===== src/sv/rclfp_pkg.sv =====
`timescale 1ns / 1ps
// ----------------------------------------------------------------------------
// rclfp_pkg
// Shared types, constants and the CRC-8 step for the RC link frame parser.
// ----------------------------------------------------------------------------
package rclfp_pkg;

    localparam int BYTE_W                = 8;
    localparam int CHANNEL_PAYLOAD_BYTES = 22;
    localparam int CHANNEL_COUNT         = 16;
    localparam int CHANNEL_BITS          = 11;
    localparam int PAYLOAD_BITS          = CHANNEL_PAYLOAD_BYTES * BYTE_W;
    localparam int STORE_IDX_W           = $clog2(CHANNEL_PAYLOAD_BYTES);
    localparam int CHAN_IDX_W            = $clog2(CHANNEL_COUNT);
    localparam int LEN_W                 = 6;

    // APB
    localparam int ADDR_W = 4;
    localparam int DATA_W = 32;

    // register indexes (byte address = 4 * index)
    localparam logic [1:0] REG_SYNC_ADDR = 2'd0;
    localparam logic [1:0] REG_CHAN_TYPE = 2'd1;
    localparam logic [1:0] REG_CRC_POLY  = 2'd2;
    localparam logic [1:0] REG_MAX_LEN   = 2'd3;

    localparam logic [7:0]       RST_SYNC_ADDR = 8'd200;
    localparam logic [7:0]       RST_CHAN_TYPE = 8'd22;
    localparam logic [7:0]       RST_CRC_POLY  = 8'hD5;
    localparam logic [LEN_W-1:0] RST_MAX_LEN   = 6'd62;

    localparam logic [7:0]       CRC_MSB       = 8'h80;
    localparam logic [LEN_W-1:0] MIN_FRAME_LEN = 6'd2;
    localparam logic [LEN_W-1:0] CHAN_FRAME_LEN = LEN_W'(CHANNEL_PAYLOAD_BYTES + 2);

    typedef enum logic [2:0] {
        PH_HUNT = 3'b001,
        PH_LEN  = 3'b010,
        PH_BODY = 3'b100
    } t_phase;

    typedef enum logic [1:0] {
        KIND_FRAME   = 2'd0,
        KIND_CHANNEL = 2'd1,
        KIND_ERROR   = 2'd2
    } t_kind;

    typedef struct packed {
        logic [7:0]       sync_address;
        logic [7:0]       channels_frame_type;
        logic [7:0]       crc_polynomial;
        logic [LEN_W-1:0] max_frame_length;
    } t_cfg;

    // one finished frame, handed from the parser to the emitter
    typedef struct packed {
        t_kind                   kind;
        logic [7:0]              frame_type;
        logic [PAYLOAD_BITS-1:0] payload;
    } t_evt;

    typedef struct packed {
        logic full;
        logic empty;
    } t_qstat;

    // one byte through the CRC register, MSB first: same as the 256-entry table
    function automatic logic [7:0] crc8_step(input logic [7:0] c_in,
                                             input logic [7:0] poly);
        logic [7:0] c;
        c = c_in;
        for (int b = 0; b < 8; b++) begin
            c = {c[6:0], 1'b0} ^ (((c & CRC_MSB) != 8'h00) ? poly : 8'h00);
        end
        return c;
    endfunction

endpackage


===== src/sv/rclfp_if.sv =====
`timescale 1ns / 1ps
// ----------------------------------------------------------------------------
// rclfp_in_if / rclfp_out_if
// Valid/ready channels carrying received bytes in and parser results out.
// ----------------------------------------------------------------------------
interface rclfp_in_if;
    logic       valid;
    logic       ready;
    logic [7:0] rx_byte;
    logic       burst_end;

    modport source (output valid, output rx_byte, output burst_end, input ready);
    modport sink   (input valid, input rx_byte, input burst_end, output ready);
endinterface

interface rclfp_out_if;
    logic        valid;
    logic        ready;
    logic [1:0]  result_kind;
    logic [7:0]  frame_type;
    logic [3:0]  channel_index;
    logic [10:0] channel_value;
    logic        last_of_run;

    modport source (output valid, output result_kind, output frame_type,
                    output channel_index, output channel_value, output last_of_run,
                    input ready);
    modport sink   (input valid, input result_kind, input frame_type,
                    input channel_index, input channel_value, input last_of_run,
                    output ready);
endinterface


===== src/sv/rc_link_frame_parser_crc8.sv =====
`timescale 1ns / 1ps
// ----------------------------------------------------------------------------
// rc_link_frame_parser_crc8
// Receiver for sync/length/type/payload/CRC-8 link frames with channel decode.
// ----------------------------------------------------------------------------
// Usage:
//   i_in carries one received byte per word plus a line-idle flag. The parser
//   takes one byte per cycle while its frame queue has room.
//   o_out carries result words: one per finished frame (good or failed CRC),
//   or sixteen channel words for a good RC channels frame; last_of_run marks
//   the final word of each frame.
//   After its check byte is accepted, a frame is written into the frame queue,
//   then, with the emitter idle, loaded into the emitter's output register.
//   The emitter sends one word per cycle while the receiver takes them, and
//   the frame queue (QUEUE_DEPTH frames) lets the parser go on taking bytes.
//   Input ready drops only when the queue is full.
//   Output stall: words hold until taken; the queue fills, then input stalls.
//   Reset (synchronous, active low) returns the parser to sync hunt, empties
//   the queue and loads the register defaults. The user must write registers
//   over APB only while the block is idle; the block does not enforce this.
// ----------------------------------------------------------------------------
module rc_link_frame_parser_crc8 #(
    parameter int QUEUE_DEPTH = 2
) (
    input  logic                         i_clk,
    input  logic                         i_rst_n,
    rclfp_in_if.sink                     i_in,
    rclfp_out_if.source                  o_out,
    input  logic                         psel,
    input  logic                         penable,
    input  logic                         pwrite,
    input  logic [rclfp_pkg::ADDR_W-1:0] paddr,
    input  logic [rclfp_pkg::DATA_W-1:0] pwdata,
    output logic [rclfp_pkg::DATA_W-1:0] prdata,
    output logic                         pready
);
    import rclfp_pkg::*;

    t_cfg   w_cfg;
    t_evt   w_evt, w_head;
    t_qstat w_qstat;
    logic   w_push, w_pop;

    rclfp_cfg u_cfg (
        .i_clk   (i_clk),
        .i_rst_n (i_rst_n),
        .psel    (psel),
        .penable (penable),
        .pwrite  (pwrite),
        .paddr   (paddr),
        .pwdata  (pwdata),
        .prdata  (prdata),
        .pready  (pready),
        .o_cfg   (w_cfg)
    );

    rclfp_front u_front (
        .i_clk   (i_clk),
        .i_rst_n (i_rst_n),
        .i_in    (i_in),
        .i_cfg   (w_cfg),
        .i_qstat (w_qstat),
        .o_push  (w_push),
        .o_evt   (w_evt)
    );

    rclfp_queue #(
        .DEPTH (QUEUE_DEPTH)
    ) u_queue (
        .i_clk   (i_clk),
        .i_rst_n (i_rst_n),
        .i_push  (w_push),
        .i_evt   (w_evt),
        .i_pop   (w_pop),
        .o_head  (w_head),
        .o_qstat (w_qstat)
    );

    rclfp_back u_back (
        .i_clk   (i_clk),
        .i_rst_n (i_rst_n),
        .i_head  (w_head),
        .i_qstat (w_qstat),
        .o_pop   (w_pop),
        .o_out   (o_out)
    );

endmodule


===== src/sv/rclfp_cfg.sv =====
`timescale 1ns / 1ps
// ----------------------------------------------------------------------------
// rclfp_cfg
// APB register file: sync address, channels type, CRC polynomial, max length.
// ----------------------------------------------------------------------------
module rclfp_cfg (
    input  logic                        i_clk,
    input  logic                        i_rst_n,
    input  logic                        psel,
    input  logic                        penable,
    input  logic                        pwrite,
    input  logic [rclfp_pkg::ADDR_W-1:0] paddr,
    input  logic [rclfp_pkg::DATA_W-1:0] pwdata,
    output logic [rclfp_pkg::DATA_W-1:0] prdata,
    output logic                        pready,
    output rclfp_pkg::t_cfg             o_cfg
);
    import rclfp_pkg::*;

    t_cfg       r_cfg;
    logic       w_wr;
    logic [1:0] w_idx;

    assign pready = 1'b1;
    assign w_wr   = psel && penable && pwrite;
    assign w_idx  = paddr[3:2];
    assign o_cfg  = r_cfg;

    always_ff @(posedge i_clk) begin
        if (!i_rst_n) begin
            r_cfg.sync_address        <= RST_SYNC_ADDR;
            r_cfg.channels_frame_type <= RST_CHAN_TYPE;
            r_cfg.crc_polynomial      <= RST_CRC_POLY;
            r_cfg.max_frame_length    <= RST_MAX_LEN;
        end else if (w_wr) begin
            case (w_idx)
                REG_SYNC_ADDR: r_cfg.sync_address        <= pwdata[7:0];
                REG_CHAN_TYPE: r_cfg.channels_frame_type <= pwdata[7:0];
                REG_CRC_POLY:  r_cfg.crc_polynomial      <= pwdata[7:0];
                REG_MAX_LEN:   r_cfg.max_frame_length    <= pwdata[LEN_W-1:0];
                default: ;
            endcase
        end
    end

    always_comb begin
        case (w_idx)
            REG_SYNC_ADDR: prdata = DATA_W'(r_cfg.sync_address);
            REG_CHAN_TYPE: prdata = DATA_W'(r_cfg.channels_frame_type);
            REG_CRC_POLY:  prdata = DATA_W'(r_cfg.crc_polynomial);
            REG_MAX_LEN:   prdata = DATA_W'(r_cfg.max_frame_length);
            default:       prdata = '0;
        endcase
    end

endmodule


===== src/sv/rclfp_front.sv =====
`timescale 1ns / 1ps
// ----------------------------------------------------------------------------
// rclfp_front
// Byte parser: sync hunt, length check, CRC, payload capture, frame events.
// ----------------------------------------------------------------------------
module rclfp_front (
    input  logic            i_clk,
    input  logic            i_rst_n,
    rclfp_in_if.sink        i_in,
    input  rclfp_pkg::t_cfg i_cfg,
    input  rclfp_pkg::t_qstat i_qstat,
    output logic            o_push,
    output rclfp_pkg::t_evt o_evt
);
    import rclfp_pkg::*;

    t_phase                                  r_phase, n_phase;
    logic [LEN_W-1:0]                        r_frame_len, n_frame_len;
    logic [LEN_W-1:0]                        r_bytes_left, n_bytes_left;
    logic [7:0]                              r_crc, n_crc;
    logic [7:0]                              r_type, n_type;
    logic [CHANNEL_PAYLOAD_BYTES-1:0][7:0]   r_payload;

    logic             w_acc;
    logic [7:0]       w_byte;
    logic [7:0]       w_crc;
    logic [LEN_W-1:0] w_pos;
    logic [LEN_W-1:0] w_slot;
    logic             w_store;
    logic             w_bad_len;

    assign i_in.ready = !i_qstat.full;
    assign w_acc      = i_in.valid && i_in.ready;
    assign w_byte     = i_in.rx_byte;
    assign w_crc      = crc8_step(r_crc ^ w_byte, i_cfg.crc_polynomial);
    assign w_pos      = r_frame_len - r_bytes_left;   // 0 is the type byte
    assign w_slot     = w_pos - 6'd1;
    assign w_bad_len  = (w_byte < 8'(MIN_FRAME_LEN)) ||
                        (w_byte > 8'(i_cfg.max_frame_length));
    // check byte is never stored; bytes past the channel payload size are dropped
    assign w_store    = w_acc && (r_phase == PH_BODY) && (w_pos != '0) &&
                        (r_bytes_left > 6'd1) &&
                        (w_slot < LEN_W'(CHANNEL_PAYLOAD_BYTES));

    always_comb begin
        n_phase      = r_phase;
        n_frame_len  = r_frame_len;
        n_bytes_left = r_bytes_left;
        n_crc        = r_crc;
        n_type       = r_type;
        o_push       = 1'b0;
        o_evt.kind       = KIND_FRAME;
        o_evt.frame_type = r_type;
        o_evt.payload    = r_payload;
        if (w_acc) begin
            case (r_phase)
                PH_HUNT: begin
                    if (w_byte == i_cfg.sync_address) n_phase = PH_LEN;
                end
                PH_LEN: begin
                    if (w_bad_len) begin
                        n_phase = (w_byte == i_cfg.sync_address) ? PH_LEN : PH_HUNT;
                    end else begin
                        n_frame_len  = w_byte[LEN_W-1:0];
                        n_bytes_left = w_byte[LEN_W-1:0];
                        n_crc        = 8'h00;
                        n_phase      = PH_BODY;
                    end
                end
                PH_BODY: begin
                    n_crc        = w_crc;
                    if (w_pos == '0) n_type = w_byte;
                    n_bytes_left = r_bytes_left - 6'd1;
                    if (r_bytes_left == 6'd1) begin
                        o_push  = 1'b1;
                        n_phase = PH_HUNT;
                        if (w_crc != 8'h00) begin
                            o_evt.kind = KIND_ERROR;
                        end else if (r_type == i_cfg.channels_frame_type &&
                                     r_frame_len == CHAN_FRAME_LEN) begin
                            o_evt.kind = KIND_CHANNEL;
                        end
                    end
                end
                default: n_phase = PH_HUNT;
            endcase
            if (i_in.burst_end) n_phase = PH_HUNT;
        end
    end

    always_ff @(posedge i_clk) begin
        if (!i_rst_n) begin
            r_phase      <= PH_HUNT;
            r_frame_len  <= '0;
            r_bytes_left <= '0;
            r_crc        <= '0;
            r_type       <= '0;
        end else begin
            r_phase      <= n_phase;
            r_frame_len  <= n_frame_len;
            r_bytes_left <= n_bytes_left;
            r_crc        <= n_crc;
            r_type       <= n_type;
        end
    end

    always_ff @(posedge i_clk) begin
        if (w_store) r_payload[w_slot[STORE_IDX_W-1:0]] <= w_byte;
    end

endmodule


===== src/sv/rclfp_queue.sv =====
`timescale 1ns / 1ps
// ----------------------------------------------------------------------------
// rclfp_queue
// Small FIFO of finished frames between the parser and the result emitter.
// ----------------------------------------------------------------------------
module rclfp_queue #(
    parameter int DEPTH = 2
) (
    input  logic              i_clk,
    input  logic              i_rst_n,
    input  logic              i_push,
    input  rclfp_pkg::t_evt   i_evt,
    input  logic              i_pop,
    output rclfp_pkg::t_evt   o_head,
    output rclfp_pkg::t_qstat o_qstat
);
    import rclfp_pkg::*;

    localparam int PW = (DEPTH > 1) ? $clog2(DEPTH) : 1;
    localparam int CW = $clog2(DEPTH + 1);
    localparam logic [PW-1:0] LAST_PTR = PW'(DEPTH - 1);

    t_evt          r_mem [DEPTH];
    logic [PW-1:0] r_wptr, r_rptr;
    logic [CW-1:0] r_count;
    logic          w_push, w_pop;

    assign o_qstat.full  = (r_count == CW'(DEPTH));
    assign o_qstat.empty = (r_count == '0);
    assign w_push = i_push && !o_qstat.full;
    assign w_pop  = i_pop && !o_qstat.empty;
    assign o_head = r_mem[r_rptr];

    always_ff @(posedge i_clk) begin
        if (!i_rst_n) begin
            r_wptr  <= '0;
            r_rptr  <= '0;
            r_count <= '0;
        end else begin
            if (w_push) r_wptr <= (r_wptr == LAST_PTR) ? '0 : r_wptr + PW'(1);
            if (w_pop)  r_rptr <= (r_rptr == LAST_PTR) ? '0 : r_rptr + PW'(1);
            case ({w_push, w_pop})
                2'b10:   r_count <= r_count + CW'(1);
                2'b01:   r_count <= r_count - CW'(1);
                default: ;
            endcase
        end
    end

    always_ff @(posedge i_clk) begin
        if (w_push) r_mem[r_wptr] <= i_evt;
    end

endmodule


===== src/sv/rclfp_back.sv =====
`timescale 1ns / 1ps
// ----------------------------------------------------------------------------
// rclfp_back
// Result emitter: one word per frame, or sixteen channel words per RC frame.
// ----------------------------------------------------------------------------
module rclfp_back (
    input  logic              i_clk,
    input  logic              i_rst_n,
    input  rclfp_pkg::t_evt   i_head,
    input  rclfp_pkg::t_qstat i_qstat,
    output logic              o_pop,
    rclfp_out_if.source       o_out
);
    import rclfp_pkg::*;

    logic                    r_valid;
    t_kind                   r_kind;
    logic [7:0]              r_type;
    logic [CHAN_IDX_W-1:0]   r_idx;
    logic [PAYLOAD_BITS-1:0] r_shift;

    logic w_last, w_take, w_step;

    assign w_last = (r_kind != KIND_CHANNEL) || (r_idx == CHAN_IDX_W'(CHANNEL_COUNT - 1));
    assign w_take = r_valid && o_out.ready;
    assign o_pop  = !i_qstat.empty && (!r_valid || (w_take && w_last));
    assign w_step = w_take && !w_last;

    assign o_out.valid         = r_valid;
    assign o_out.result_kind   = r_kind;
    assign o_out.frame_type    = r_type;
    assign o_out.channel_index = r_idx;
    assign o_out.channel_value = (r_kind == KIND_CHANNEL) ? r_shift[CHANNEL_BITS-1:0] : '0;
    assign o_out.last_of_run   = w_last;

    always_ff @(posedge i_clk) begin
        if (!i_rst_n) begin
            r_valid <= 1'b0;
        end else if (o_pop) begin
            r_valid <= 1'b1;
        end else if (w_take && w_last) begin
            r_valid <= 1'b0;
        end
    end

    // channels leave LSB first, 11 bits per word
    always_ff @(posedge i_clk) begin
        if (o_pop) begin
            r_kind  <= i_head.kind;
            r_type  <= i_head.frame_type;
            r_idx   <= '0;
            r_shift <= i_head.payload;
        end else if (w_step) begin
            r_idx   <= r_idx + CHAN_IDX_W'(1);
            r_shift <= r_shift >> CHANNEL_BITS;
        end
    end

endmodule


===== src/flat_wrapper.sv =====
// flat-port wrapper written by rule: the top's interface ports become plain ports
module rc_link_frame_parser_crc8_flat import rclfp_pkg::*;
#(
    parameter int QUEUE_DEPTH = 2
)
  (i_clk, i_rst_n, psel, penable, pwrite, paddr, pwdata, prdata, pready, i_in_valid, i_in_rx_byte, i_in_burst_end, i_in_ready, o_out_valid, o_out_result_kind, o_out_frame_type, o_out_channel_index, o_out_channel_value, o_out_last_of_run, o_out_ready);
  rclfp_in_if i_in_i ();
  rclfp_out_if o_out_i ();
  input  logic i_clk;
  input  logic i_rst_n;
  input  logic psel;
  input  logic penable;
  input  logic pwrite;
  input  logic [rclfp_pkg::ADDR_W-1:0] paddr;
  input  logic [rclfp_pkg::DATA_W-1:0] pwdata;
  output logic [rclfp_pkg::DATA_W-1:0] prdata;
  output logic pready;
  input wire logic [$bits(i_in_i.valid)-1:0] i_in_valid;
  input wire logic [$bits(i_in_i.rx_byte)-1:0] i_in_rx_byte;
  input wire logic [$bits(i_in_i.burst_end)-1:0] i_in_burst_end;
  output wire logic [$bits(i_in_i.ready)-1:0] i_in_ready;
  output wire logic [$bits(o_out_i.valid)-1:0] o_out_valid;
  output wire logic [$bits(o_out_i.result_kind)-1:0] o_out_result_kind;
  output wire logic [$bits(o_out_i.frame_type)-1:0] o_out_frame_type;
  output wire logic [$bits(o_out_i.channel_index)-1:0] o_out_channel_index;
  output wire logic [$bits(o_out_i.channel_value)-1:0] o_out_channel_value;
  output wire logic [$bits(o_out_i.last_of_run)-1:0] o_out_last_of_run;
  input wire logic [$bits(o_out_i.ready)-1:0] o_out_ready;
  assign i_in_i.valid = i_in_valid;
  assign i_in_i.rx_byte = i_in_rx_byte;
  assign i_in_i.burst_end = i_in_burst_end;
  assign i_in_ready = i_in_i.ready;
  assign o_out_valid = o_out_i.valid;
  assign o_out_result_kind = o_out_i.result_kind;
  assign o_out_frame_type = o_out_i.frame_type;
  assign o_out_channel_index = o_out_i.channel_index;
  assign o_out_channel_value = o_out_i.channel_value;
  assign o_out_last_of_run = o_out_i.last_of_run;
  assign o_out_i.ready = o_out_ready;
  rc_link_frame_parser_crc8 #(.QUEUE_DEPTH(QUEUE_DEPTH)) u_core (.i_clk(i_clk), .i_rst_n(i_rst_n), .i_in(i_in_i), .o_out(o_out_i), .psel(psel), .penable(penable), .pwrite(pwrite), .paddr(paddr), .pwdata(pwdata), .prdata(prdata), .pready(pready));
endmodule

===== config.mk =====
export PLATFORM = sky130hd
export DESIGN_NAME = rc_link_frame_parser_crc8_flat
export DESIGN_NICKNAME = d
export VERILOG_FILES = /design/src/sv/rclfp_pkg.sv /design/src/sv/rclfp_if.sv /design/src/sv/rc_link_frame_parser_crc8.sv /design/src/sv/rclfp_cfg.sv /design/src/sv/rclfp_front.sv /design/src/sv/rclfp_queue.sv /design/src/sv/rclfp_back.sv /design/src/flat_wrapper.sv
export SDC_FILE = /design/constraint.sdc
export NUM_CORES = 1
export LEC_CHECK = 0
export ABC_AREA = 1
export BUFFER_PORTS_ARGS = -buffer_cell sky130_fd_sc_hd__buf_2
export CORE_MARGIN = 8
export CORE_UTILIZATION = 55
export CTS_CLUSTER_DIAMETER = 80
export DETAILED_ROUTE_END_ITERATION = 8
export PLACE_DENSITY = 0.75
export SLEW_MARGIN = 25
export SYNTH_ARGS = -nofsm -noshare
export SYNTH_HDL_FRONTEND = slang
export SYNTH_SLANG_ARGS = --single-unit

===== constraint.sdc =====
create_clock -name i_clk -period 10.2 [get_ports i_clk]
set_clock_uncertainty 0.1 [all_clocks]
set_input_delay 1.53 -clock i_clk [delete_from_list [all_inputs] [get_ports i_clk]]
set_output_delay 1.53 -clock i_clk [all_outputs]
set_load 0.005 [all_outputs]

==> impl_summary.md <==
Yosys
The synthesized netlist occupies a cell area of 31,900 um2. Averaged over all synthesized cells, the footprint is 12.4 um2. Yosys mapped a number of flops with a built-in enable equal to 734.

The share of synthesized registers carrying an async set or reset is 0%. The fraction of post-synthesis cell area in the top cell type by area is 69.2%. After synthesis, the cell types taking the most area are edfxtp_1 69%, nand2_1 6.4%, nor2_1 4.9%. The top flip-flop cell by instance count after synthesis is edfxtp_1.

Summed over all instances, the cell type with the most area after synthesis is edfxtp_1. In the synthesized netlist, the cells that appear most often are 734 x edfxtp_1, 539 x nand2_1, 417 x nor2_1. In the synthesized netlist, the number of instances is 2,565. The number of different library cells used by synthesis comes to 45. The number of warnings printed during yosys synthesis is 0.

The flop and latch count out of synthesis is 805. The most common cell in the synthesized netlist is edfxtp_1. The post-synthesis sequential area ratio is 73.6%.

Final layout
Of the cells placed in the final design, the portion with a size suffix greater than 1 is 9.90%. In the final layout, the multi-input gates occupy 7410 um2. 0 antenna diodes ended up in the layout. For this run, the number of standard cells in the final layout without fillers is 3,442.

The final layout net count is 2,687. The layout has 4,219 filler cells. Across the whole layout, storage elements account for 23,500 um2.

The relative area change from synthesis to final layout is 11.0%.

Placed design
During placement, the flow inserted port buffers numbering 61. The estimated wirelength of the detail-placed design is 38.4 mm. Prior to clock tree synthesis, the placed netlist has a worst setup slack of 4380 ps. The final weighted congestion in routability-driven placement is 0.874. After detailed placement, the design holds a cell count of 3,297.

STA
The remaining max-slew budget at the tightest pin is 26.2%. The sum of negative setup slack is 0 ps. The tightest hold margin is 339 ps.

The worst setup margin is 4940 ps. Setup violations remaining at the end of the flow were counted as 0. At the pin with the least slew margin, the transition time is 1110 ps. The number of hold violations in the final report was 0. The part of the cycle the worst path needs is 51.5%.

Counting I/O delays and the setup requirement, the final critical path takes 5260 ps. The max-slew violation total from the final report is 0. Based on the critical path, the design can be clocked at up to 190 MHz. Setup repair after global routing left no endpoint under its margin.

Global route
The first-pass GRT wire length is 107 mm. The number of global-route vias before repair came to 19,900. Global routing consumed, over all layers together, 20.5% of the routing resources. The largest net degree at the start of global routing is 168. The number of antenna violations at the first check in global routing is 1.

The total global routing overflow is 0.

Die
The die width is 257 um. For this configuration, the core starts out at a cell density of 55.4%. The die height is 257 um. The placeable core region is 57,500 um2.

During I/O placement, the number of pins put on the boundary was 113. After floorplanning, the core was divided into 88 placement rows. The area of the die is 65,900 um2.

Routing
After detailed routing, the number of remaining DRC violations is 0. The first detailed-routing pass took 6 iterations. The first routing iteration left 1,767 violations. The number of nets with antenna violations after detailed routing is 0. The overall routed net length is 69.1 mm. The average vias per placed instance is 5.70.

The routed layout has 19,600 vias. Dividing the detail-routed wire length by the instance count gives 20.1 um.

Critical path
Following the worst setup path forward leads to its endpoint at u_core.u_queue.r_mem[1][185]. In this run the critical register-to-register path is launched from u_core.u_front.r_phase[2]. STA puts the critical path data arrival time at 5480 ps. The number of cells on the worst reg-to-reg path is 10.

Along the worst path, the maximum fanout reaches 27. The worst setup path is of the in -> reg kind. STA classifies the critical path endpoint as a register.

The reg2reg setup slack is 5120 ps. STA classifies the critical path startpoint as an input port. In this run the critical register-to-register path is captured at u_core.u_front.o_evt[141]. The required time at the worst-slack endpoint is 10,430 ps. The critical path startpoint is i_in_rx_byte[7].

Power
The maximum VDD drop is 143 uV. For this design the static power due to leakage is 13.0 nW. The areal power density over the cells is 188 nW/um2.

After layout, the design draws a total of 6.63 mW.

Clocking
The clock transition time at the flip-flop clock pins of the worst setup and hold paths is 60 ps. The deepest level of the CTS H-tree is 3. In this run, post-CTS hold repair placed 0 buffers. The number of post-CTS setup repair buffers is 0. The number of clock buffers inserted by TritonCTS is 80. The number of clock sinks seen by CTS is 805. The maximum number of buffers from clock root to sink is 3.

TritonCTS built the clock tree. CTS placed an instance of clkbuf_16 at the clock tree root. For the worst-skew pair, the clock arrives at the later sink with an insertion delay of 620 ps. The number of gates resized after cts is 0.

Worst hold path
The class of the most critical hold timing path is reg -> reg. The worst hold path begins at u_core.u_front.o_evt[110].

Run status
The run finished with clean final reports.

Flow run
Across the run, the number of max-cap violations was 0.
[worst max-delay path, stage by stage]
cell and delay (ps):
buf_2 690, nand2_1 210, nand2_4 210, nand3_1 140
nand2_4 180, nand3_2 100, nand2_2 210, nand3_1 140
nand2_2 230, nand3_2 180, nand3_2 110, nand2_1 80
nand2_2 210, nand3_1 230, nand3_2 130, nand2_1 70
nand2_2 210, nand2_1 80, nand2_1 80, nand3_1 90
nor2_2 200, a21oi_1 120
[logic make-up after synthesis]
kind of cell | synth area share (%)
AOI/OAI and AO/OA | 6.42
other | 0.0236
and+or+nand+nor | 15.0
DFF | 73.6
buffers and inverters | 3.52
xor gates and xnor gates | 0.577
adders and majority gates | 0.848
[sequential cells by signal, indices dropped and copies added, names as in the netlist, named ones only]
| name | count |
|---|---|
| u_core.u_front.r_phase | 3 |
| u_core.u_queue.r_rptr | 1 |
| u_core.u_front.r_frame_len | 6 |
| u_core.u_queue.r_count | 2 |
| u_core.u_front.r_type | 8 |
| u_core.u_back.o_out.valid | 1 |
| u_core.u_back.o_out.frame_type | 8 |
| u_core.u_back.o_out.channel_index | 4 |
| u_core.u_cfg.o_cfg | 30 |
| u_core.u_queue.r_wptr | 1 |
| u_core.u_front.r_crc | 8 |
| u_core.u_back.o_out.result_kind | 2 |
| u_core.u_queue.r_mem | 372 |
| u_core.u_back.r_shift | 176 |
| u_core.u_front.o_evt | 176 |
| u_core.u_front.r_bytes_left | 6 |
[cell usage in the layout (no fill, tap or decap), drive strengths merged, types with 2 or more instances in the layout]
| master | Yosys | layout |
|---|---|---|
| conb | 2 | 25 |
| o211ai | 12 | 12 |
| xor2 | 14 | 14 |
| a211oi | 2 | 2 |
| inv | 116 | 121 |
| o2111ai | 6 | 6 |
| nor2 | 421 | 421 |
| dfxtp | 71 | 71 |
| nand2 | 559 | 559 |
| clkbuf | 98 | 93 |
| buf | 40 | 82 |
| ha | 20 | 20 |
| a31oi | 4 | 4 |
| bufinv | 0 | 9 |
| clkinv | 2 | 36 |
| xnor2 | 7 | 7 |
| a2111oi | 3 | 3 |
| clkinvlp | 0 | 4 |
| o22ai | 2 | 2 |
| nand4 | 6 | 6 |
| nor3 | 7 | 7 |
| nand3b | 2 | 2 |
| o21ai | 44 | 44 |
| o221ai | 2 | 2 |
| o31ai | 165 | 165 |
| nand3 | 156 | 156 |
| a21oi | 61 | 61 |
| edfxtp | 734 | 734 |
[final cells by class]
type	count	share of cell area [%]
clock buffers	93	5.80
clock inverters	52	1.47
inverters	118	1.29
multi-input cells	1527	21.0
flip-flops and latches	805	66.4
well taps	765	2.71
repair buffers	82	1.40
[power by group]
| group | total [mW] | switching (mW) | internal (mW) |
|---|---|---|---|
| registers | 3.56 | 0.00342 | 3.56 |
| logic | 0.182 | 0.132 | 0.0499 |
| clock network | 2.89 | 1.21 | 1.68 |
[routing by layer]
layer	wire length [um]	track usage (%)	vias up
met4	2170	7.27	0
met3	4270	3.28	154
met2	35100	36.3	731
met1	27500	25.4	9632
li1	-	-	9108
met5	0	0	-
[metrics by stage]
stage,area [um2],util [%]
after floorplan,32000,-
after global placement,32800,57.0
after detailed placement,32800,57.0
after CTS,35300,61.5
after global routing,35400,61.5
final,35400,61.5
[worst min-delay path by stage]
stage	end	slack (ps)	depth (start not counted)
after floorplan	u_core.u_queue.r_mem[0][0]	320	0
after global placement	u_core.u_queue.r_mem[0][148]	320	0
after detailed placement	u_core.u_queue.r_mem[1][22]	330	0
after CTS	u_core.u_queue.r_mem[1][101]	330	0
after global routing	u_core.u_queue.r_mem[0][101]	340	0
final	u_core.u_queue.r_mem[1][110]	340	0
(Power assumes the default switching activity.)
